**src/design/isc_pkg.sv**
```systemverilog
// Shared constants, codes and controller/datapath interface types for the stack calculator.
package isc_pkg;

    localparam int STACK_DEPTH = 1024;
    localparam int WORD_W      = 32;
    localparam int ADDR_W      = $clog2(STACK_DEPTH);
    localparam int COUNT_W     = $clog2(STACK_DEPTH + 1);
    localparam int FUNC_W      = 3;
    localparam int STAT_W      = 3;

    localparam logic [FUNC_W-1:0] OP_PUSH = 3'd0;
    localparam logic [FUNC_W-1:0] OP_POP  = 3'd1;
    localparam logic [FUNC_W-1:0] OP_ADD  = 3'd2;
    localparam logic [FUNC_W-1:0] OP_SUB  = 3'd3;
    localparam logic [FUNC_W-1:0] OP_MUL  = 3'd4;
    localparam logic [FUNC_W-1:0] OP_DIV  = 3'd5;

    localparam logic [STAT_W-1:0] ST_OK      = 3'd0;
    localparam logic [STAT_W-1:0] ST_EMPTY   = 3'd1;
    localparam logic [STAT_W-1:0] ST_FEW     = 3'd2;
    localparam logic [STAT_W-1:0] ST_DIVZERO = 3'd3;
    localparam logic [STAT_W-1:0] ST_FULL    = 3'd4;

    typedef struct packed {
        logic                latch_in;
        logic                mem_we;
        logic                mem_re;
        logic [ADDR_W-1:0]   mem_addr;
        logic                wr_res;
        logic                right_ld;
        logic                left_ld;
        logic                alu_ld;
        logic                div_start;
        logic                div_ld;
        logic                pop_ld;
        logic                load_out;
        logic                out_zero;
        logic [STAT_W-1:0]   out_status;
        logic [COUNT_W-1:0]  out_depth;
        logic [FUNC_W-1:0]   op;
    } isc_cmd_t;

    typedef struct packed {
        logic right_zero;
        logic div_done;
    } isc_stat_t;

endpackage

```
**src/design/isc_ctrl.sv**
```systemverilog
// Controller state machine: decodes operations, tracks the entry count, sequences the datapath.
module isc_ctrl (
    input  logic                         clk,
    input  logic                         rst_n,
    input  logic                         in_valid,
    output logic                         in_stall,
    input  logic [isc_pkg::FUNC_W-1:0]   func,
    output logic                         out_valid,
    input  logic                         out_stall,
    output isc_pkg::isc_cmd_t            cmd,
    input  isc_pkg::isc_stat_t           st
);

    localparam int CW = isc_pkg::COUNT_W;
    localparam int AW = isc_pkg::ADDR_W;

    typedef enum logic [3:0] {
        S_IDLE,
        S_PUSH_WR,
        S_POP_RD,
        S_POP_WAIT,
        S_RD_TOP,
        S_RD_SEC,
        S_RD_WAIT,
        S_EXEC,
        S_DIV_WAIT,
        S_WRITE,
        S_FINISH
    } state_t;

    state_t                      state_reg;
    state_t                      state_next;
    logic [CW-1:0]               count_reg;
    logic [CW-1:0]               count_next;
    logic [isc_pkg::FUNC_W-1:0]  func_reg;
    logic [isc_pkg::FUNC_W-1:0]  func_next;
    logic [isc_pkg::STAT_W-1:0]  code_reg;
    logic [isc_pkg::STAT_W-1:0]  code_next;
    logic                        zero_reg;
    logic                        zero_next;
    logic                        out_valid_reg;
    logic                        out_valid_next;
    logic [CW-1:0]               count_m1;
    logic [CW-1:0]               count_m2;
    logic                        full;
    logic                        accept;

    assign count_m1 = count_reg - CW'(1);
    assign count_m2 = count_reg - CW'(2);
    assign full     = (count_reg >= CW'(isc_pkg::STACK_DEPTH));
    assign accept   = in_valid && (state_reg == S_IDLE);

    always_comb
    begin
        state_next = state_reg;
        count_next = count_reg;
        func_next  = func_reg;
        code_next  = code_reg;
        zero_next  = zero_reg;
        cmd        = '0;
        cmd.op         = func_reg;
        cmd.out_zero   = zero_reg;
        cmd.out_status = code_reg;
        cmd.out_depth  = count_reg;
        cmd.mem_addr   = count_m1[AW-1:0];

        unique case (state_reg)
            S_IDLE:
            begin
                if (accept)
                begin
                    cmd.latch_in = 1'b1;
                    func_next    = func;
                    code_next    = isc_pkg::ST_OK;
                    zero_next    = 1'b1;
                    case (func)
                        isc_pkg::OP_PUSH:
                        begin
                            if (full)
                            begin
                                code_next  = isc_pkg::ST_FULL;
                                state_next = S_FINISH;
                            end
                            else
                            begin
                                state_next = S_PUSH_WR;
                            end
                        end
                        isc_pkg::OP_POP:
                        begin
                            if (count_reg == '0)
                            begin
                                code_next  = isc_pkg::ST_EMPTY;
                                state_next = S_FINISH;
                            end
                            else
                            begin
                                state_next = S_POP_RD;
                            end
                        end
                        isc_pkg::OP_ADD, isc_pkg::OP_SUB, isc_pkg::OP_MUL, isc_pkg::OP_DIV:
                        begin
                            if (count_reg < CW'(2))
                            begin
                                code_next  = isc_pkg::ST_FEW;
                                state_next = S_FINISH;
                            end
                            else
                            begin
                                state_next = S_RD_TOP;
                            end
                        end
                        default:
                        begin
                            state_next = S_FINISH;
                        end
                    endcase
                end
            end
            S_PUSH_WR:
            begin
                cmd.mem_we   = 1'b1;
                cmd.mem_addr = count_reg[AW-1:0];
                count_next   = count_reg + CW'(1);
                state_next   = S_FINISH;
            end
            S_POP_RD:
            begin
                cmd.mem_re = 1'b1;
                count_next = count_m1;
                state_next = S_POP_WAIT;
            end
            S_POP_WAIT:
            begin
                cmd.pop_ld = 1'b1;
                zero_next  = 1'b0;
                state_next = S_FINISH;
            end
            S_RD_TOP:
            begin
                cmd.mem_re = 1'b1;
                state_next = S_RD_SEC;
            end
            S_RD_SEC:
            begin
                cmd.mem_re   = 1'b1;
                cmd.mem_addr = count_m2[AW-1:0];
                cmd.right_ld = 1'b1;
                state_next   = S_RD_WAIT;
            end
            S_RD_WAIT:
            begin
                cmd.left_ld = 1'b1;
                state_next  = S_EXEC;
            end
            S_EXEC:
            begin
                if (func_reg == isc_pkg::OP_DIV)
                begin
                    if (st.right_zero)
                    begin
                        code_next  = isc_pkg::ST_DIVZERO;
                        state_next = S_FINISH;
                    end
                    else
                    begin
                        cmd.div_start = 1'b1;
                        state_next    = S_DIV_WAIT;
                    end
                end
                else
                begin
                    cmd.alu_ld = 1'b1;
                    state_next = S_WRITE;
                end
            end
            S_DIV_WAIT:
            begin
                if (st.div_done)
                begin
                    cmd.div_ld = 1'b1;
                    state_next = S_WRITE;
                end
            end
            S_WRITE:
            begin
                cmd.mem_we   = 1'b1;
                cmd.wr_res   = 1'b1;
                cmd.mem_addr = count_m2[AW-1:0];
                count_next   = count_m1;
                zero_next    = 1'b0;
                state_next   = S_FINISH;
            end
            S_FINISH:
            begin
                if (!out_valid_reg || !out_stall)
                begin
                    cmd.load_out = 1'b1;
                    state_next   = S_IDLE;
                end
            end
            default:
            begin
                state_next = S_IDLE;
            end
        endcase

        out_valid_next = cmd.load_out || (out_valid_reg && out_stall);
    end

    always_ff @(posedge clk or negedge rst_n)
    begin
        if (!rst_n)
        begin
            state_reg     <= S_IDLE;
            count_reg     <= '0;
            func_reg      <= isc_pkg::OP_PUSH;
            code_reg      <= isc_pkg::ST_OK;
            zero_reg      <= 1'b1;
            out_valid_reg <= 1'b0;
        end
        else
        begin
            state_reg     <= state_next;
            count_reg     <= count_next;
            func_reg      <= func_next;
            code_reg      <= code_next;
            zero_reg      <= zero_next;
            out_valid_reg <= out_valid_next;
        end
    end

    assign in_stall  = (state_reg != S_IDLE);
    assign out_valid = out_valid_reg;

endmodule
```
**config.mk**
```make
export PLATFORM = sky130hd
export DESIGN_NAME = isc_ctrl
export DESIGN_NICKNAME = d
export VERILOG_FILES = /design/src/design/isc_pkg.sv /design/src/design/isc_ctrl.sv
export SDC_FILE = /design/constraint.sdc
export NUM_CORES = 1
export LEC_CHECK = 0
export ABC_AREA = 1
export BUFFER_PORTS_ARGS = -buffer_cell sky130_fd_sc_hd__buf_2
export CORE_ASPECT_RATIO = 0.6
export CORE_MARGIN = 5
export CORE_UTILIZATION = 28
export DETAILED_ROUTE_END_ITERATION = 16
export GPL_ROUTABILITY_DRIVEN = 0
export PLACE_DENSITY_LB_ADDON = 0.2
export RECOVER_POWER = 100
export SYNTH_ARGS = -nofsm -noshare
export SYNTH_HDL_FRONTEND = slang
export SYNTH_SLANG_ARGS = --single-unit
```
**constraint.sdc**
```tcl
create_clock -name clk -period 1.71 [get_ports clk]
set_input_delay 0.171 -clock clk [delete_from_list [all_inputs] [get_ports clk]]
set_output_delay 0.171 -clock clk [all_outputs]
set_load 0.01 [all_outputs]
```
==> impl_summary.txt <==
----------------------------------------------------
[GRT]
  Wire length of the first global-routing pass ... approximately 13 mm
  Number of global-route vias before repair ... about 2400
  Pin count of the biggest net entering global routing ... 24
  Overflow left after global routing ... 0
  Total global-route track usage ... 0.168
  Antenna violations before repair ... 0

[Drt]
  Final WL ... 8.09 mm
  Remaining antenna violation count after routing ... 0
  Total via count after detailed routing ... ~2500
  First-pass DRT Iterations ... 4
  Average vias per placed instance ... about 4.6
  Starting DRT DRC Count ... 145
  Routed WL per cell ... around 15 µm
  DRC violations left ... 0

[Final layout]
  Area grow syn2layout ... 58.9%
  Number of non-filler instances in the completed layout ... roughly 550
  ANT cells ... 0
  Fill cell count ... 762
  Total Nets Final ... approximately 460
  Area used by multi-input combinational logic ... about 0.0015 mm²
  Fraction of final layout cells sized beyond drive strength 1 ... 0.465
  Max FFs per register ... 11
  Sequential cell area ... just under 600 µm²
  Post-route standard cell area excluding fillers ... roughly 0.0034 mm²

[Synth]
  Simple-gate portion of the synthesized area ... 0.384
  Share of the synthesized netlist area taken by xor and xnor gates ... 0.0415
  Count of cell types in the netlist ... 34
  Seq cells post-synth ... 23
  Post-Synth Adder-Cell Area ... 0.0296
  Post-synth EDFFs ... 0
  Total nets after synthesis ... around 340
  Mean Syn Cell Area ... around 6.5 µm²
  Cell count after synthesis ... approximately 330
  Number of warnings issued by yosys ... 0
  Combinational family with the most area after synthesis ... simple AND/OR/NAND/NOR gates
  Area of the mapped netlist ... between 0.002 and 0.0025 mm²
  Proportion of synthesized area in mux cells ... 0
  Sequential cell area fraction in the yosys report ... 0.273
  Share of the synthesized area in compound gates (AO/OA/AOI/OAI) ... 0.154
  Top FF cell, synth ... dfrtp_1
  FFs w/ async S/R, synth ... 1.00

[Clocking]
  Deepest clock path buffer count ... 2
  Clock buffer count from CTS ... 3
  Count of H-tree levels built during CTS ... 1
  Clock Pin Slew Worst Setup and Hold Paths ... 0.07 ns
  Worst skew pair latency ... 0.27 ns
  Clock tree sinks ... 23
  Root buffer cell ... clkbuf_16
  Clock tree from TritonCTS ... yes

[Job]
  Number of maximum-capacitance violations ... 0

[Power]
  Worst IR Drop VDD ... between 800 and 900 µV
  Total power of the final layout ... between 6000 and 7000 µW
  Standby leakage power ... ~0.0017 µW
  Power density relative to cell area ... ~1900 mW/mm²

[Worst setup path]
  CP arrival ... between 1.5 and 2 ns
  Data required time at the worst endpoint ... about 1.5 ns
  Element type at the critical path end ... output port
  Critical path peak fanout ... 4
  Worst Path Class, Setup ... reg2out
  Critical path launch point type ... register

[STA]
  Final WS setup ... -0.180 ns
  Setup repair after global routing missed its margin ... true
  Pins Over Slew Limit ... 0
  Final Hold Violating Endpoints ... 0
  Actual transition at the worst max-transition pin ... ~0.63 ns
  Tmin final ... around 1.9 ns
  Relative slew margins ... 0.579
  Fraction of the cycle the final worst path needs ... 1.11
  Final setup violation count ... 11
  Post-Route Skew ... slightly below 0.005 ns
  Max frequency ... 0.529 GHz

[Placement]
  Worst setup slack after placement ... -0.0377 ns
  Port Buf Inserts ... between 40 and 50
  Number of placed instances with taps included ... ~510
  HPWL reported at the end of detailed placement ... 6.04 mm
  Placed instance area ... around 0.0028 mm²

[Floorplan]
  Core footprint ... ~0.0073 mm²
  Die outline area ... between 0.009 and 0.01 mm²
  Initial core utilization ... 0.289
  Number of core rows ... 24
  Count of pins on the block boundary ... 50
  Height of the die ... ~77 µm
  DIE WIDTH ... 122 µm

[Outcome]
  Result of the run ... complete, but fails checks
  Violated checks ... negative setup slack

[Hold path]
  Worst hold path class ... in2reg

----------------------------------------------------
## routing by layer
metal	vias to the layer above	GRT usage	part of all wire
li1	1272	-	-
met1	1171	0.265	0.51
met2	69	0.237	0.41
met3	6	0.0287	0.064
met4	0	0.0291	0.0084
met5	-	0	0
## cells in the mapped netlist, types with 2 or more instances
cell	count	area [µm²]
nand4_1	7	43.8
o21ai_2	3	26.3
inv_2	5	18.8
nand3_1	20	100
a31oi_1	2	12.5
nand3_2	2	20.0
o21ai_1	5	25.0
a21oi_2	4	35.0
inv_1	43	161
dfrtp_1	22	551
o21ai_0	16	80.1
o211ai_1	6	45.0
nor2_2	3	18.8
buf_6	3	33.8
nand2_2	3	18.8
a21oi_1	9	45.0
o211ai_2	2	25.0
nand2_1	94	353
xor2_1	9	78.8
buf_2	3	15.0
a22oi_1	2	15.0
ha_1	5	62.6
nor2_1	40	150
clkbuf_1	3	11.3
nor2_4	5	56.3
## area by class of cell
cell class | instances | area share
flip-flops and latches | 23 | 0.175
multi-input cells | 244 | 0.451
clock buffers | 3 | 0.0224
inverters | 48 | 0.0560
well taps | 104 | 0.0388
repair buffers | 124 | 0.255
clock inverters | 1 | 0.00149
## cell families (layout without fill, tap and decap cells)
family          after synthesis  after routing
buf+inv                      58            176
compound gates               51             51
flops                        23             23
fa+ha+maj                     5              5
xor+xnor                     10             10
simple gates                178            178
## cell usage in the layout (no fill, tap or decap), drive strengths merged, types with 5 or more instances in the layout
| cell | n |
|---|---|
| nor2 | 48 |
| o21ai | 24 |
| ha | 5 |
| xor2 | 9 |
| nand2 | 98 |
| inv | 48 |
| a21oi | 13 |
| dfrtp | 22 |
| buf | 112 |
| nand4 | 7 |
| nand3 | 23 |
| clkbuf | 14 |
| o211ai | 8 |
## timing repair
| action | 4_1_cts | 5_1_grt |
|---|---|---|
| gates cloned | 1 | 0 |
| gates resized for setup | 53 | 54 |
| setup endpoints to repair | 13 | 25 |
| hold buffers | 1 | 0 |
| endpoints found under the hold margin | 22 | 0 |
| buffers inserted | 15 | 14 |
| pin swaps | 12 | 17 |
## critical path, stage by stage, from the launching register on
cell	delay [ns]
dfrtp_1	0.39
inv_2	0.12
ha_4	0.18
inv_4	0.05
nor2_4	0.13
nand3_2	0.12
nand2_2	0.09
nand2_1	0.05
nand2_1	0.05
o211ai_1	0.09
buf_2	0.16
## per-stage QoR
stage	hold WS (ns)	TNS (ns)	utilization
finish	0.136	-0.913	0.460
global route	0.163	-2.30	0.460
CTS	0.132	-0.814	0.426
detailed placement	0.210	-0.0377	0.378
global placement	0.201	0	0.378
floorplan	-0.125	0	-
## worst paths after layout
kind	startpoint	to	slack (ns)	cells past startpoint
max in group asynchronous	rst_n	count_reg[5]$_DFFE_PN0P_	0.81	2
min reg2reg	func_reg[2]$_DFFE_PN0P_	func_reg[2]$_DFFE_PN0P_	0.51	2
min in group asynchronous	rst_n	func_reg[2]$_DFFE_PN0P_	0.45	2
max reg2reg	state_reg[0]$_DFFE_PN0P_	count_reg[6]$_DFFE_PN0P_	0	9
max	count_reg[1]$_DFFE_PN0P_	cmd[35]	-0.18	10
min	func[1]	func_reg[1]$_DFFE_PN0P_	0.14	3
## report_power, final
group / leakage, µW / internal, µW / switching [µW] / total [µW]
clock network: 0.0000409 / 316 / 228 / 544
logic: 0.00142 / 2030 / 2750 / 4780
registers: 0.000267 / 805 / 270 / 1070
(Power assumes the default switching activity.)
